===== src/hw/rtl/url_component_tagger_assert.svh =====
// Assertion macros for the URL component tagger.
// Included by files that carry concurrent checks; no other dependencies.
`ifndef URL_COMPONENT_TAGGER_ASSERT_SVH
`define URL_COMPONENT_TAGGER_ASSERT_SVH

// Same-cycle implication, disabled during reset.
`define UTG_ASSERT_NOW(lbl, clk, rst, ante, cons) \
   lbl: assert property (@(posedge clk) disable iff (rst) (ante) |-> (cons)) \
      else $error("utg check failed (same cycle)");

// Next-cycle implication, disabled during reset.
`define UTG_ASSERT_NEXT(lbl, clk, rst, ante, cons) \
   lbl: assert property (@(posedge clk) disable iff (rst) (ante) |=> (cons)) \
      else $error("utg check failed (next cycle)");

`endif


===== src/hw/rtl/utg_pkg.sv =====
// Package for the URL component tagger: phase and tag codes, state and
// result structs, character constants and class functions. No dependencies.
`timescale 1ns / 1ps

package utg_pkg;

   typedef enum logic [3:0] {
      PH_SCHEME = 4'd0,
      PH_SLASH1 = 4'd1,
      PH_SLASH2 = 4'd2,
      PH_UOH    = 4'd3,
      PH_PASS   = 4'd4,
      PH_HOST   = 4'd5,
      PH_POP    = 4'd6,
      PH_PORT   = 4'd7,
      PH_PATH   = 4'd8,
      PH_QUERY  = 4'd9,
      PH_FRAG   = 4'd10
   } phase_type;

   typedef enum logic [3:0] {
      COMP_DELIM   = 4'd0,
      COMP_SCHEME  = 4'd1,
      COMP_UOH     = 4'd2,
      COMP_USER    = 4'd3,
      COMP_PASS    = 4'd4,
      COMP_HOST    = 4'd5,
      COMP_POP     = 4'd6,
      COMP_PORT    = 4'd7,
      COMP_PATH    = 4'd8,
      COMP_QUERY   = 4'd9,
      COMP_FRAG    = 4'd10
   } comp_type;

   // Resolve codes
   localparam logic [1:0] RES_NONE = 2'd0;
   localparam logic [1:0] R1_USER  = 2'd1;
   localparam logic [1:0] R1_HOST  = 2'd2;
   localparam logic [1:0] R2_PORT  = 2'd1;
   localparam logic [1:0] R2_PASS  = 2'd2;

   // "https" prefix tracker
   localparam logic [2:0] MATCH_DONE = 3'd5;
   localparam logic [2:0] MATCH_BAD  = 3'd7;

   localparam logic [15:0] PORT_HTTP  = 16'd80;
   localparam logic [15:0] PORT_HTTPS = 16'd443;
   localparam logic [15:0] PORT_MAX   = 16'hFFFF;

   localparam logic [7:0] CH_PERCENT = 8'h25;
   localparam logic [7:0] CH_AT      = 8'h40;
   localparam logic [7:0] CH_TILDE   = 8'h7E;
   localparam logic [7:0] CH_HASH    = 8'h23;
   localparam logic [7:0] CH_QUEST   = 8'h3F;
   localparam logic [7:0] CH_COLON   = 8'h3A;
   localparam logic [7:0] CH_SLASH   = 8'h2F;
   localparam logic [7:0] CH_LBRACK  = 8'h5B;
   localparam logic [7:0] CH_PLUS    = 8'h2B;
   localparam logic [7:0] CH_MINUS   = 8'h2D;
   localparam logic [7:0] CH_DOT     = 8'h2E;
   localparam logic [7:0] CH_UNDER   = 8'h5F;

   typedef struct packed {
      phase_type   phase;
      logic        valid;
      logic [15:0] port_accum;
      logic        port_has_digits;
      logic [2:0]  match_pos;
      logic        host_seen;
      logic        uoh_pending;
      logic        pop_pending;
   } utg_state_type;

   localparam utg_state_type STATE_RESET = '{
      phase:           PH_SCHEME,
      valid:           1'b1,
      port_accum:      16'd0,
      port_has_digits: 1'b0,
      match_pos:       3'd0,
      host_seen:       1'b0,
      uoh_pending:     1'b0,
      pop_pending:     1'b0
   };

   typedef struct packed {
      logic [7:0]  char_out;
      comp_type    component;
      logic [1:0]  first_run_resolve;
      logic [1:0]  second_run_resolve;
      logic        still_valid;
      logic        done_res;
      logic [15:0] port_number;
      logic        scheme_is_https;
   } utg_result_type;

   function automatic logic is_digit(input logic [7:0] c);
      return (c >= 8'h30) && (c <= 8'h39);
   endfunction

   function automatic logic is_alnum(input logic [7:0] c);
      return is_digit(c) || ((c >= 8'h61) && (c <= 8'h7A)) ||
             ((c >= 8'h41) && (c <= 8'h5A));
   endfunction

   function automatic logic is_unres(input logic [7:0] c);
      return is_alnum(c) || (c == CH_MINUS) || (c == CH_DOT) ||
             (c == CH_UNDER) || (c == CH_TILDE);
   endfunction

   // Byte of "https" at a given prefix position
   function automatic logic [7:0] https_char(input logic [2:0] pos);
      logic [7:0] ch;
      case (pos)
         3'd0:    ch = 8'h68;
         3'd1:    ch = 8'h74;
         3'd2:    ch = 8'h74;
         3'd3:    ch = 8'h70;
         3'd4:    ch = 8'h73;
         default: ch = 8'h00;
      endcase
      return ch;
   endfunction

endpackage


===== src/hw/rtl/utg_if.sv =====
// Valid/ready channel interfaces for the URL component tagger.
// Request: one URL byte and last flag. Response: the tagged byte.
`timescale 1ns / 1ps

interface utg_req_if;
   logic       valid;
   logic       ready;
   logic [7:0] char_in;
   logic       is_last;

   modport source (output valid, char_in, is_last, input ready);
   modport sink   (input valid, char_in, is_last, output ready);
endinterface

interface utg_rsp_if;
   logic        valid;
   logic        ready;
   logic [7:0]  char_out;
   logic [3:0]  component;
   logic [1:0]  first_run_resolve;
   logic [1:0]  second_run_resolve;
   logic        still_valid;
   logic        done_res;
   logic [15:0] port_number;
   logic        scheme_is_https;

   modport source (output valid, char_out, component, first_run_resolve,
                   second_run_resolve, still_valid, done_res, port_number,
                   scheme_is_https, input ready);
   modport sink   (input valid, char_out, component, first_run_resolve,
                   second_run_resolve, still_valid, done_res, port_number,
                   scheme_is_https, output ready);
endinterface


===== src/hw/rtl/utg_port_digit.sv =====
// Decimal port accumulator step: port*10 + digit, saturating at 65535.
// Depends on utg_pkg.
`timescale 1ns / 1ps

module utg_port_digit import utg_pkg::*; (
   input  logic [15:0] port_cur,
   input  logic [7:0]  char_byte,
   output logic [15:0] port_next
);

   logic [19:0] sum;

   // x*10 as two shifts; low nibble of an ASCII digit is its value
   assign sum = {1'b0, port_cur, 3'b000} + {3'b000, port_cur, 1'b0} +
                {16'd0, char_byte[3:0]};

   assign port_next = (sum > {4'd0, PORT_MAX}) ? PORT_MAX : sum[15:0];

endmodule


===== src/hw/rtl/utg_step.sv =====
// One-byte parse step: next parser state and tagged result for a byte.
// Depends on utg_pkg and utg_port_digit.
`timescale 1ns / 1ps

module utg_step import utg_pkg::*; (
   input  utg_state_type  cur,
   input  logic [7:0]     char_byte,
   input  logic           last_byte,
   output utg_state_type  nxt,
   output utg_result_type res
);

   logic [15:0] port_digit_val;

   utg_port_digit u_digit (
      .port_cur  (cur.port_accum),
      .char_byte (char_byte),
      .port_next (port_digit_val)
   );

   always_comb begin
      utg_state_type st;
      comp_type      comp;
      logic [1:0]    r1;
      logic [1:0]    r2;
      logic          bad;
      logic [15:0]   port;

      st   = cur;
      comp = COMP_DELIM;
      r1   = RES_NONE;
      r2   = RES_NONE;
      bad  = 1'b0;
      port = 16'd0;

      if (cur.valid) begin
         unique case (cur.phase)
            PH_SCHEME: begin
               if (is_alnum(char_byte) || char_byte == CH_PLUS ||
                   char_byte == CH_MINUS || char_byte == CH_DOT) begin
                  comp = COMP_SCHEME;
                  if (cur.match_pos < MATCH_DONE &&
                      char_byte == https_char(cur.match_pos)) begin
                     st.match_pos = 3'(cur.match_pos + 3'd1);
                  end else begin
                     st.match_pos = MATCH_BAD;
                  end
               end else if (char_byte == CH_COLON) begin
                  st.phase = PH_SLASH1;
               end else begin
                  bad = 1'b1;
               end
            end
            PH_SLASH1: begin
               if (char_byte == CH_SLASH) begin
                  st.phase = PH_SLASH2;
               end else if (is_alnum(char_byte)) begin
                  comp           = COMP_UOH;
                  st.uoh_pending = 1'b1;
                  st.phase       = PH_UOH;
               end else begin
                  bad = 1'b1;
               end
            end
            PH_SLASH2: begin
               if (char_byte == CH_SLASH) begin
                  st.uoh_pending = 1'b1;
                  st.phase       = PH_UOH;
               end else begin
                  bad = 1'b1;
               end
            end
            PH_UOH: begin
               if (is_unres(char_byte) || char_byte == CH_PERCENT) begin
                  comp = COMP_UOH;
               end else if (char_byte == CH_COLON) begin
                  st.pop_pending = 1'b1;
                  st.phase       = PH_POP;
               end else if (char_byte == CH_AT) begin
                  r1             = R1_USER;
                  st.uoh_pending = 1'b0;
                  st.phase       = PH_HOST;
               end else if (char_byte == CH_SLASH) begin
                  r1             = R1_HOST;
                  st.uoh_pending = 1'b0;
                  comp           = COMP_PATH;
                  st.phase       = PH_PATH;
               end else begin
                  bad = 1'b1;
               end
            end
            PH_PASS: begin
               if (is_alnum(char_byte) || char_byte == CH_PERCENT) begin
                  comp = COMP_PASS;
               end else if (char_byte == CH_AT) begin
                  st.phase = PH_HOST;
               end else begin
                  bad = 1'b1;
               end
            end
            PH_HOST: begin
               // bracketed (IPv6) host is not supported
               if (char_byte == CH_LBRACK && !cur.host_seen) begin
                  bad = 1'b1;
               end else if (is_unres(char_byte) || char_byte == CH_PERCENT) begin
                  comp         = COMP_HOST;
                  st.host_seen = 1'b1;
               end else if (char_byte == CH_COLON) begin
                  st.phase = PH_PORT;
               end else if (char_byte == CH_SLASH) begin
                  comp     = COMP_PATH;
                  st.phase = PH_PATH;
               end else begin
                  bad = 1'b1;
               end
            end
            PH_POP: begin
               if (is_digit(char_byte)) begin
                  comp               = COMP_POP;
                  st.port_accum      = port_digit_val;
                  st.port_has_digits = 1'b1;
               end else if (char_byte == CH_SLASH) begin
                  r1             = R1_HOST;
                  r2             = R2_PORT;
                  st.uoh_pending = 1'b0;
                  st.pop_pending = 1'b0;
                  comp           = COMP_PATH;
                  st.phase       = PH_PATH;
               end else if (is_alnum(char_byte) || char_byte == CH_PERCENT) begin
                  // run was user:password after all; drop digits
                  r1                 = R1_USER;
                  r2                 = R2_PASS;
                  st.uoh_pending     = 1'b0;
                  st.pop_pending     = 1'b0;
                  st.port_accum      = 16'd0;
                  st.port_has_digits = 1'b0;
                  comp               = COMP_PASS;
                  st.phase           = PH_PASS;
               end else begin
                  bad = 1'b1;
               end
            end
            PH_PORT: begin
               if (is_digit(char_byte)) begin
                  comp               = COMP_PORT;
                  st.port_accum      = port_digit_val;
                  st.port_has_digits = 1'b1;
               end else if (char_byte == CH_SLASH) begin
                  comp     = COMP_PATH;
                  st.phase = PH_PATH;
               end else begin
                  bad = 1'b1;
               end
            end
            PH_PATH: begin
               if (char_byte == CH_HASH) begin
                  st.phase = PH_FRAG;
               end else if (char_byte == CH_QUEST) begin
                  st.phase = PH_QUERY;
               end else begin
                  comp = COMP_PATH;
               end
            end
            PH_QUERY: begin
               if (char_byte == CH_HASH) begin
                  st.phase = PH_FRAG;
               end else if (char_byte != CH_QUEST) begin
                  comp = COMP_QUERY;
               end
            end
            default: begin
               comp = COMP_FRAG;
            end
         endcase

         if (bad) begin
            st.valid       = 1'b0;
            comp           = COMP_DELIM;
            r1             = RES_NONE;
            r2             = RES_NONE;
            st.uoh_pending = 1'b0;
            st.pop_pending = 1'b0;
         end
      end

      // end of URL: close pending runs, pick effective port
      if (last_byte && st.valid) begin
         if (st.uoh_pending) r1 = R1_HOST;
         if (st.pop_pending) r2 = R2_PORT;
         if (st.port_has_digits) begin
            port = st.port_accum;
         end else begin
            port = (st.match_pos == MATCH_DONE) ? PORT_HTTPS : PORT_HTTP;
         end
      end

      res.char_out           = char_byte;
      res.component          = comp;
      res.first_run_resolve  = r1;
      res.second_run_resolve = r2;
      res.still_valid        = st.valid;
      res.done_res           = last_byte;
      res.port_number        = port;
      res.scheme_is_https    = st.valid && (st.match_pos == MATCH_DONE);

      nxt = last_byte ? STATE_RESET : st;
   end

endmodule


===== src/hw/rtl/url_component_tagger.sv =====
// Top level of the URL component tagger: request register, parser state,
// response register. Depends on utg_pkg, utg_if, utg_step, assertion macros.
//
// Usage:
//  - req_chan carries one URL byte per request (char_in) plus is_last on
//    the final byte of a URL. URLs follow each other with no gap needed.
//  - rsp_chan returns exactly one tagged response per request, in order:
//    component tag, run resolves, running validity, and on the last byte
//    the effective port (given port, else 443 for https, else 80).
//  - Path: request register, parser step, then response register.
//  - Throughput: one request per cycle while rsp_chan.ready is high.
//    The per-byte parser update is a single pass of logic between the
//    request register and the response register, so state carries from
//    byte to byte each cycle.
//  - Stall: when rsp_chan.ready is low the response register holds; the
//    request register takes a byte only while it is empty, and req_chan.ready
//    stays low while it is full, until the response is taken.
//  - Reset (synchronous, active high): both registers empty, parser back
//    in scheme phase. After each last byte the parser also returns there.
`timescale 1ns / 1ps
`include "url_component_tagger_assert.svh"

module url_component_tagger import utg_pkg::*; (
   input  logic     clock,
   input  logic     reset,
   utg_req_if.sink   req_chan,
   utg_rsp_if.source rsp_chan
);

   // request register
   logic           req_valid_ff;
   logic [7:0]     req_char_ff;
   logic           req_last_ff;

   // parser state
   utg_state_type  state_ff;
   utg_state_type  state_in;

   // response register
   logic           rsp_valid_ff;
   utg_result_type rsp_ff;
   utg_result_type rsp_in;

   logic           advance;

   // move the held request into the response register
   assign advance        = req_valid_ff && (!rsp_valid_ff || rsp_chan.ready);
   assign req_chan.ready = !req_valid_ff || advance;

   utg_step u_step (
      .cur       (state_ff),
      .char_byte (req_char_ff),
      .last_byte (req_last_ff),
      .nxt       (state_in),
      .res       (rsp_in)
   );

   always_ff @(posedge clock) begin
      if (reset) begin
         req_valid_ff <= 1'b0;
         rsp_valid_ff <= 1'b0;
         state_ff     <= STATE_RESET;
      end else begin
         if (req_chan.ready) begin
            req_valid_ff <= req_chan.valid;
         end
         if (advance) begin
            rsp_valid_ff <= 1'b1;
            state_ff     <= state_in;
         end else if (rsp_chan.ready) begin
            rsp_valid_ff <= 1'b0;
         end
      end
   end

   // payload, no reset
   always_ff @(posedge clock) begin
      if (req_chan.ready && req_chan.valid) begin
         req_char_ff <= req_chan.char_in;
         req_last_ff <= req_chan.is_last;
      end
      if (advance) begin
         rsp_ff <= rsp_in;
      end
   end

   assign rsp_chan.valid              = rsp_valid_ff;
   assign rsp_chan.char_out           = rsp_ff.char_out;
   assign rsp_chan.component          = rsp_ff.component;
   assign rsp_chan.first_run_resolve  = rsp_ff.first_run_resolve;
   assign rsp_chan.second_run_resolve = rsp_ff.second_run_resolve;
   assign rsp_chan.still_valid        = rsp_ff.still_valid;
   assign rsp_chan.done_res           = rsp_ff.done_res;
   assign rsp_chan.port_number        = rsp_ff.port_number;
   assign rsp_chan.scheme_is_https    = rsp_ff.scheme_is_https;

   // last byte leaves the parser in its reset state
   `UTG_ASSERT_NEXT(a_last_resets, clock, reset, advance && req_last_ff,
      state_ff == STATE_RESET)

   // a syntax error sticks until the end of the URL
   `UTG_ASSERT_NEXT(a_invalid_sticky, clock, reset,
      advance && !req_last_ff && !state_ff.valid, !state_ff.valid)

   // a pending port-or-password run exists only in its own phase
   `UTG_ASSERT_NOW(a_pop_phase, clock, reset, state_ff.pop_pending,
      state_ff.phase == PH_POP)

   // invalid URL never reports a port
   `UTG_ASSERT_NOW(a_invalid_no_port, clock, reset,
      rsp_valid_ff && !rsp_ff.still_valid, rsp_ff.port_number == 16'd0)

endmodule


===== src/flat_wrapper.sv =====
// flat-port wrapper written by rule: the top's interface ports become plain ports
module url_component_tagger_flat import utg_pkg::*;
  (clock, reset, req_chan_valid, req_chan_char_in, req_chan_is_last, req_chan_ready, rsp_chan_valid, rsp_chan_char_out, rsp_chan_component, rsp_chan_first_run_resolve, rsp_chan_second_run_resolve, rsp_chan_still_valid, rsp_chan_done_res, rsp_chan_port_number, rsp_chan_scheme_is_https, rsp_chan_ready);
  utg_req_if req_chan_i ();
  utg_rsp_if rsp_chan_i ();
  input  logic clock;
  input  logic reset;
  input wire logic [$bits(req_chan_i.valid)-1:0] req_chan_valid;
  input wire logic [$bits(req_chan_i.char_in)-1:0] req_chan_char_in;
  input wire logic [$bits(req_chan_i.is_last)-1:0] req_chan_is_last;
  output wire logic [$bits(req_chan_i.ready)-1:0] req_chan_ready;
  output wire logic [$bits(rsp_chan_i.valid)-1:0] rsp_chan_valid;
  output wire logic [$bits(rsp_chan_i.char_out)-1:0] rsp_chan_char_out;
  output wire logic [$bits(rsp_chan_i.component)-1:0] rsp_chan_component;
  output wire logic [$bits(rsp_chan_i.first_run_resolve)-1:0] rsp_chan_first_run_resolve;
  output wire logic [$bits(rsp_chan_i.second_run_resolve)-1:0] rsp_chan_second_run_resolve;
  output wire logic [$bits(rsp_chan_i.still_valid)-1:0] rsp_chan_still_valid;
  output wire logic [$bits(rsp_chan_i.done_res)-1:0] rsp_chan_done_res;
  output wire logic [$bits(rsp_chan_i.port_number)-1:0] rsp_chan_port_number;
  output wire logic [$bits(rsp_chan_i.scheme_is_https)-1:0] rsp_chan_scheme_is_https;
  input wire logic [$bits(rsp_chan_i.ready)-1:0] rsp_chan_ready;
  assign req_chan_i.valid = req_chan_valid;
  assign req_chan_i.char_in = req_chan_char_in;
  assign req_chan_i.is_last = req_chan_is_last;
  assign req_chan_ready = req_chan_i.ready;
  assign rsp_chan_valid = rsp_chan_i.valid;
  assign rsp_chan_char_out = rsp_chan_i.char_out;
  assign rsp_chan_component = rsp_chan_i.component;
  assign rsp_chan_first_run_resolve = rsp_chan_i.first_run_resolve;
  assign rsp_chan_second_run_resolve = rsp_chan_i.second_run_resolve;
  assign rsp_chan_still_valid = rsp_chan_i.still_valid;
  assign rsp_chan_done_res = rsp_chan_i.done_res;
  assign rsp_chan_port_number = rsp_chan_i.port_number;
  assign rsp_chan_scheme_is_https = rsp_chan_i.scheme_is_https;
  assign rsp_chan_i.ready = rsp_chan_ready;
  url_component_tagger u_core (.clock(clock), .reset(reset), .req_chan(req_chan_i), .rsp_chan(rsp_chan_i));
endmodule

===== config.mk =====
export PLATFORM = sky130hd
export DESIGN_NAME = url_component_tagger_flat
export DESIGN_NICKNAME = d
export VERILOG_FILES = /design/src/hw/rtl/utg_pkg.sv /design/src/hw/rtl/utg_if.sv /design/src/hw/rtl/utg_port_digit.sv /design/src/hw/rtl/utg_step.sv /design/src/hw/rtl/url_component_tagger.sv /design/src/flat_wrapper.sv
export VERILOG_INCLUDE_DIRS = /design/src /design/src/hw/rtl
export SDC_FILE = /design/constraint.sdc
export NUM_CORES = 1
export LEC_CHECK = 0
export BUFFER_PORTS_ARGS = -buffer_cell sky130_fd_sc_hd__buf_2
export CORE_MARGIN = 5
export CORE_UTILIZATION = 60
export CTS_CLUSTER_DIAMETER = 100
export CTS_CLUSTER_SIZE = 12
export DETAILED_ROUTE_END_ITERATION = 8
export GPL_TIMING_DRIVEN = 0
export HOLD_SLACK_MARGIN = 0.05
export PLACE_DENSITY = 0.81
export SLEW_MARGIN = 20
export SYNTH_ARGS = -nofsm -noshare
export SYNTH_HDL_FRONTEND = slang
export SYNTH_SLANG_ARGS = --single-unit

===== constraint.sdc =====
create_clock -name clock -period 6.64 [get_ports clock]
set_clock_uncertainty 0.15 [all_clocks]
set_input_delay 0.332 -clock clock [delete_from_list [all_inputs] [get_ports clock]]
set_output_delay 0.332 -clock clock [all_outputs]
set_load 0.03 [all_outputs]

After elaboration in Yosys (flattened, before gate mapping)
Cells that the tools add are included.
{ "totals": {"ff_bits": 74, "in_bits": 13, "out_inout_bits": 37, "elab_cells": 228} }
{ "op_classes": {"magnitude_cmp": 8, "reduce_logical": 36, "bitwise_logic": 1, "n_addsub": 3, "eq_ne": 43, "mux": 117} }
{ "ops": {"columns": ["cell", "n"], "rows": [
  ["4-bit 2-to-1 mux", 35],
  ["4-bit one-hot mux with 10 select lines", 2],
  ["17-bit 2-to-1 mux", 4],
  ["8-bit by 6-bit == test with 1-bit output, second input constant", 8],
  ["28-bit 2-to-1 mux", 2],
  ["2-bit 2-to-1 mux", 25],
  ["17-bit one-hot mux with 2 select lines", 1],
  ["1-bit 2-to-1 mux", 33],
  ["3-bit by 2-bit inequality test with 1-bit output, second input constant", 11],
  ["8-bit by 7-bit == test with 1-bit output, second input constant", 4],
  ["16-bit 2-to-1 mux", 2],
  ["7-bit one-hot mux with 4 select lines", 1],
  ["8-bit 2-to-1 mux", 3],
  ["19-bit by 17-bit adder with 20-bit output", 1],
  ["20-bit by 4-bit adder with 20-bit output", 1],
  ["20-bit by 16-bit > comparator with 1-bit output, second input constant", 1],
  ["17-bit AND reduction", 1],
  ["4-bit by 3-bit == test with 1-bit output, second input constant", 4],
  ["8-bit by 7-bit greater-or-equal comparator with 1-bit output, second input constant", 2],
  ["8-bit by 7-bit less-or-equal comparator with 1-bit output, second input constant", 2],
  ["1-bit logical OR", 13],
  ["3-bit 2-to-1 mux", 4],
  ["4-bit by 3-bit inequality test with 1-bit output, second input constant", 3],
  ["11-bit nonzero test", 1],
  ["26 further kinds", 44]
]} }

Longest topological paths before layout
Gate-level depths: netlist of run 1.
{ "depth": {"word_depth": 19, "mapped_depth": 12, "ltp_nobuf": 11} }

Cells and area by module
Synthesis of run 1 repeated with hierarchy kept, for this count alone.
{ "hier_totals": {"hier_cells": 628, "area_unflattened_um2": 5703.0} }
{ "modules_own_cells": {"columns": ["mod", "n_inst", "cells_each", "area_per_inst_um2", "seq_area_each_um2"], "rows": [
  ["url_component_tagger", 1, 175, 2657.5, 1921.8],
  ["utg_step", 1, 293, 1824.2, 0.0],
  ["utg_port_digit", 1, 160, 1221.2, 0.0]
]} }

Worst setup path before layout of run 1
OpenSTA, ideal clock, no wires.
{ "synth_path": {"kind": "register to register", "start": "reg u_core.req_char_ff[3]", "end": "reg u_core.rsp_ff (netlist bit u_core.rsp_chan.port_number[14]) (data pin)", "n_path_buf": 1, "required_ns": 6.234, "stages_incl_launch_ff": 12, "synth_period_minus_slack_ns": 3.390, "arrival_time_ns": 2.984, "setup_time_ns": 0.256, "setup_slack_ns": 3.250, "cell_sequence": "edfxtp_1 fa_1 fa_1 a21oi_1 nor2_1 o211ai_1 a21oi_1 mux2_2 nor3_1 buf_2 nand2_1 a22o_1"} }
{ "synth_via": {"elab_chain_len": 16, "word_cells_on_any_way": 62, "cone_classes": "add/sub (1); order compare (7); eq/ne (10); mux (28); reduce/logical (16)"} }
{ "synth_rtl": {"columns": ["item", "line", "text"], "rows": [
  ["start: declaration", "url_component_tagger.sv:32", "logic [7:0] req_char_ff;"],
  ["start signal: assignment", "url_component_tagger.sv:79", "req_char_ff <= req_chan.char_in;"],
  ["branches (longest 14 deep; another with 20-bit by 4-bit adder with 20-bit output)", null, null],
  ["28-bit 2-to-1 mux *", "utg_step.sv:36", "if (cur.valid) begin"],
  ["1-bit logical AND", "utg_step.sv:187", "if (last_byte && st.valid) begin"],
  ["end signal: assignment", "url_component_tagger.sv:83", "rsp_ff <= rsp_in;"],
  ["end: declaration", "url_component_tagger.sv:41", "utg_result_type rsp_ff;"]
]} }
Mark *: on every way between the ends. The select of a mux whose other input is x is not followed.
A chain may end at the register's enable or synchronous reset.

Worst setup path in the final report of run 1
{ "layout_path": {"start": "reg u_core.req_char_ff[3]", "end": "reg u_core.rsp_ff (netlist bit u_core.rsp_chan.port_number[8]) (data pin)"} }
Same word-level chain as after synthesis.

==> reports/metrics.csv, run 1 <==
metric,value,unit
outcome,"complete, no violations",
comb_power_share,12.1,%
antenna_found_initial,0,
seqPwrFrac,54.3,%
synth-edff-count,44,
p_per_area,164.3,nW/µm²
ios,50,
die_h,101.9,µm
p_int,0.0006740,W
crit_slowest_cell,fa_1,
rsz0062_at_grt,no,
pwr-share-clk,33.5,%
cts_tree,yes,
setup-tns-final,0,ns
p_leak,2.291,nW
cts.repair.resized,0,
p_switching,0.0002642,W
power_switching_share,28.16,%
syn_area,5066,µm²
insertion_delay,0.36,ns
synth-seq-cells,74,
synth_warnings,0,
setup_viol_count_final,0,
whs_path_depth,3,
hold_viol,0,
grt_max_degree,45,
syn_avg_cell_area,9.296,µm²
die_w,101.9,µm
vias_per_cell,6.583,
ys_top_cells_by_count,"a21oi_1, edfxtp_1, nand2_1",
post_cts.repair.setup_buffers,0,
hp-class,in -> reg,
drv_cap,0,
fill_cells,684,
rrSetupSlack,2.49,ns
coreArea,8217,µm²
dp_hpwl,10.24,mm
slowest_delay,0.55,ns
post-place-ws,2.628,ns
antenna_cells,0,
rows,33,
ant_nets,0,
grt_pass1_vias,4487,
r2r_start,u_core.req_char_ff[3],
slew_violations,0,
synth_top_area_cell,edfxtp_1,
period_share,62.46,%
routabilityCongestion,0.9693,
dieArea,10380,µm²
port_buffers,49,
cts.hold.buffers_added,9,
final_nets,664,
r2r_cells,11,
clk_pin_slew,0.09,ns
seq_area_frac_synth,37.94,%
fin_ws,2.493,ns
async_flop_share,0,%
drt_iter0_markers,408,
dr.pass1.iters,8,
endpoint_kind,register,
worstSetupStartpointType,register,
ys_top_cells_by_area,"edfxtp_1, dfxtp_1, ha_1",
yosys.cell_types.count,76,
clkSinkCount,74,
syn_inst,545,
root_buffer,clkbuf_8,
grtUsageTotal,27.70,%
worstMarginPinSlew,1.112,ns
clock_path_buffers,2,
area_growth,12.69,%
cts_buffers,9,
max-slew-margin-rel,24.80,%
path_max_fanout,10,
route.detailed.drc,0,
h-tree-depth,3,
reg2reg_to,u_core.rsp_chan.port_number[8],
critPathRequiredTime,6.58,ns
drive_gt1_share,16.16,%
hold-path-endpoint,u_core.req_valid_ff,
synth_top_area_share,26.08,%
routedWlPerCell,19.36,µm
hp-start,req_chan_valid,
synth_top_flop_cell,edfxtp_1,
grt_pass1_wl,22.56,mm
start_util,61.66,%
fmaxAchievable,241.1,MHz
crit_arrival,4.09,ns
critPathKind,reg -> reg,
fin_crit,4.147,ns
peakVddDrop,0.1433,mV
routed_wirelength,14.01,mm
crit_chain,fa_1 > fa_1 > a21oi_1 > nor2_1 > o211ai_1 > a21oi_1 > mux2_2 > nor3_1 > buf_2 > or2b_2 > nand3_1,
overflow,0,
synth_fp_nets,595,
vias,4766,
cell type report:
type | count | area (µm²) | share of cell area [%]
multi-input cells | 430 | 2947 | 51.61
flip-flops and latches | 74 | 1922 | 33.66
repair buffers | 58 | 335.3 | 5.873
plain buffers | 29 | 158.9 | 2.783
well taps | 105 | 131.4 | 2.301
clock buffers | 10 | 127.6 | 2.235
inverters | 12 | 45.04 | 0.7890
clock inverters | 6 | 42.54 | 0.7451
flip-flops by register name, summed over array words and instances, names as in the netlist, 2 cells and up:
register and cells:
u_core.req_char_ff 8, u_core.rsp_chan.char_out 8, u_core.rsp_chan.component 4, u_core.rsp_chan.first_run_resolve 2, u_core.rsp_chan.port_number 16, u_core.rsp_chan.second_run_resolve 2, u_core.state_ff 28
worst max path at each step:
stage | slack (ns) | end | cells after the start | from
6_report | 2.49 | u_core.rsp_chan.port_number[8] | 11 | u_core.req_char_ff[3]
5_1_grt | 2.40 | u_core.rsp_chan.port_number[8] | 11 | u_core.req_char_ff[3]
4_1_cts | 2.60 | u_core.rsp_chan.port_number[8] | 11 | u_core.req_char_ff[3]
3_5_place_dp | 2.63 | u_core.rsp_chan.port_number[3] | 11 | u_core.req_char_ff[3]
3_3_place_gp | 2.63 | u_core.rsp_chan.port_number[8] | 11 | u_core.req_char_ff[3]
2_1_floorplan | 3.25 | u_core.rsp_chan.port_number[14] | 11 | u_core.req_char_ff[3]
placed cells by master, fill, tap and decap left out, drive strengths merged, types with 5 or more instances in the layout:
cell	count
a211oi	9
a21oi	44
a221o	9
a22o	16
a22oi	7
a31oi	7
buf	65
clkbuf	23
dfxtp	30
dlygate4sd3	9
edfxtp	44
ha	35
inv	13
mux2i	6
nand2	42
nand2b	19
nand3	20
nand4	5
nor2	43
nor2b	9
nor3	14
nor4	9
o211ai	5
o21a	7
o21ai	31
or3	7
xnor2	11
logic make-up after synthesis:
logic type,share of synthesized area [%]
adder cells (fa/ha/maj),9.434
multiplexers,1.408
buffers and inverters,4.026
AO/OA/AOI/OAI,23.24
flip-flops,37.94
XOR/XNOR,2.593
AND/OR/NAND/NOR,21.36
metrics by stage:
| stage | util [%] | power [W] | hold slack [ns] | std cells | instance area [µm²] |
|---|---|---|---|---|---|
| 2_1_floorplan | - | 0.0005940 | 0.2777 | 545 | 5066 |
| 3_3_place_gp | 66.24 | 0.0006247 | 0.2956 | 699 | 5443 |
| 3_5_place_dp | 66.24 | 0.0006270 | 0.2985 | 699 | 5443 |
| 4_1_cts | 69.41 | 0.0009364 | 0.05759 | 724 | 5703 |
| 5_1_grt | 69.48 | 0.0009681 | 0.1142 | 724 | 5709 |
| 6_report | 69.48 | 0.0009383 | 0.08357 | 724 | 5709 |
power groups by stage:
stage	Combinational, W	Clock (W)	Sequential [W]
5_1_grt	0.000122	0.000335	0.000512
4_1_cts	0.000112	0.000315	0.000509
3_5_place_dp	0.000107	0	0.000520
2_1_floorplan	0.0000574	0	0.000537
3_3_place_gp	0.000105	0	0.000520
6_report	0.000114	0.000315	0.000510
metal layers:
layer  vias up  wire, µm  global-route usage [%]
met3        48      1210                   4.096
met5         -         0                       0
met1      2243      6045                   38.80
met4         0       408                   9.990
met2       253      6350                   44.01
li1       2222         -                       -
worst max-delay path, delay by kind of cell, from the launching register on:
kind / cells / cell delay [ns]
buffers and inverters: 1 / 0.28
AOI/OAI and AO/OA: 3 / 0.79
DFF: 1 / 0.54
and+or+nand+nor: 4 / 0.77
muxes: 1 / 0.30
adders and majority gates: 2 / 1.03
Power figures use the tool's default switching activity.
==> run 2: changes to the inputs <==
- CORE_UTILIZATION: 60 -> 54
- PLACE_DENSITY: 0.81 -> 0.77
- clock period: 6.64 -> 3.6 ns (I/O delays scaled with it)
==> run 2 against run 1 <==
  * Die area rose by 10%
  * Final area rose by 3.6%
  * Global-route usage fell by 3.4 points
  * Critical path type unchanged
  * Worst setup slack got worse by 2.5 ns
  * Fmax rose by 16%
  * Combinational power rose by 90%
  * Flip-flop and latch count did not move
  * Via count fell by 0.50%
  * Critical path depth rose by 1
  * First-iteration DRC count rose by 5.4%
  * Cell count rose by 1.9%
  * Critical endpoint unchanged
  * Sequential share of layout area fell by 1.1 points
==> reports/metrics.csv, run 2 (synthesized netlist as in run 1, its figures left out) <==
metric,value,unit
peakVddDrop,0.2256,mV
vias_per_cell,6.425,
port_buffers,49,
antenna_found_initial,0,
path_delay_family,adder cells,
endpoint_kind,register,
clock_path_buffers,2,
grtUsageTotal,24.34,%
hp-class,in -> reg,
fin_crit,3.568,ns
final_nets,672,
crit_arrival,3.48,ns
antenna_cells,0,
crit_slowest_cell,fa_1,
clk_pin_slew,0.09,ns
dr.pass1.iters,5,
grt_pass1_vias,4427,
worstSetupStartpointType,register,
p_per_area,337.2,nW/µm²
cts_tree,yes,
critPathRequiredTime,3.52,ns
grt_max_degree,45,
dp_hpwl,9.963,mm
drive_gt1_share,18.34,%
slowest_delay,0.51,ns
setup_viol_count_final,0,
cts_buffers,9,
clkSinkCount,74,
period_share,99.10,%
area_growth,16.70,%
drt_iter0_markers,430,
fmaxAchievable,280.3,MHz
largest_reg_flops,28,
routedWlPerCell,18.84,µm
hold_viol,0,
ant_nets,0,
outcome,"complete, no violations",
largest_register,u_core.state_ff,
h-tree-depth,3,
final_cell_mix,"buf_2, edfxtp_1, a21oi_1",
start_util,55.09,%
route.detailed.drc,0,
hold_ws,0.06917,ns
post-place-ws,-0.3196,ns
dieArea,11420,µm²
rsz0062_at_grt,yes,
die_w,106.9,µm
overflow,0,
routed_wirelength,13.90,mm
setup-tns-final,0,ns
crit_chain,fa_1 > fa_2 > a21oi_2 > nor2_1 > o211ai_1 > buf_4 > mux2i_1 > nand3_1 > nor3_2 > buf_4 > or2b_2 > nand3_1,
layout_commonest_cell,buf_2,
insertion_delay,0.35,ns
coreArea,9196,µm²
grt_pass1_wl,22.40,mm
ios,50,
worst-path-buf-inv,2,
rows,35,
fin_ws,0.03233,ns
p_leak,2.376,nW
worstMarginPinSlew,1.185,ns
drv_cap,0,
vias,4742,
slew_violations,0,
critPathKind,reg -> reg,
routabilityCongestion,0.9734,
die_h,106.9,µm
path_max_fanout,7,
root_buffer,clkbuf_8,
fill_cells,775,
max-slew-margin-rel,19.87,%
run 2: changes by cell type in the layout (fill, tap and decap cells not counted), sizes merged:
cell / before / now
bufinv: 0 / 3
buf: 65 / 71
clkbuf: 23 / 24
clkinvlp: 2 / 0
inv: 13 / 12
dlygate4sd3: 9 / 11
clkinv: 3 / 2
run 2: path summary, 6_finish.rpt:
check | from | endpoint | slack [ns] | cells after the start
max | u_core.req_char_ff[3] | u_core.rsp_chan.port_number[8] | 0.03 | 12
min | reset | u_core.state_ff[25] | 0.07 | 3
max reg2reg | u_core.req_char_ff[3] | u_core.rsp_chan.port_number[8] | 0.03 | 12
min reg2reg | u_core.req_last_ff | u_core.rsp_chan.done_res | 0.33 | 0
run 2: per-layer routing:
metal	part of all wire, %	up-vias	global-route usage, %
met2	46	218	38.71
met5	0	-	0
met3	7.0	25	4.034
met1	46	2264	34.57
li1	-	2235	-
met4	1.4	0	6.210
run 2: through the flow:
step                instance area [µm²]  power, W  utilization [%]  cells
floorplan                          5066  0.001096                -    545
global route                       5912  0.002053            64.29    738
CTS                                5863  0.001986            63.76    736
finish                             5912  0.001994            64.29    738
global placement                   5450  0.001153            59.27    705
detailed placement                 5450  0.001156            59.27    705
run 2: timing repair:
action | 4_1_cts | 5_1_grt
endpoints found under the setup margin | 32 | 31
cloned | 1 | 0
hold endpoints to repair | 11 | 0
pin swaps | 2 | 4
gates resized for setup | 6 | 8
setup buffers | 3 | 2
hold buffers | 11 | 0
run 2: final cells by class:
| class | count | area (µm²) | share of cell area, % |
|---|---|---|---|
| repair buffers | 66 | 397.9 | 6.730 |
| clock inverters | 5 | 107.6 | 1.820 |
| well taps | 111 | 138.9 | 2.349 |
| flip-flops and latches | 74 | 1923 | 32.53 |
| plain buffers | 29 | 161.4 | 2.730 |
| inverters | 12 | 46.29 | 0.7831 |
| clock buffers | 11 | 152.6 | 2.582 |
| multi-input cells | 430 | 2984 | 50.48 |
run 2: tightest hold or removal path, delay by kind of cell:
kind | cells | cell delay [ns]
mux | 1 | 0.05
buf+inv | 1 | 0.16
simple gates | 1 | 0.12
run 2: power breakdown:
group | switching (W) | leakage (nW) | internal (W) | total (W)
logic | 0.000145 | 1.58 | 0.0000717 | 0.000217
registers | 0.0000146 | 0.663 | 0.000924 | 0.000938
clock network | 0.000332 | 0.129 | 0.000507 | 0.000839
total | 0.000491 | 2.38 | 0.00150 | 0.00199
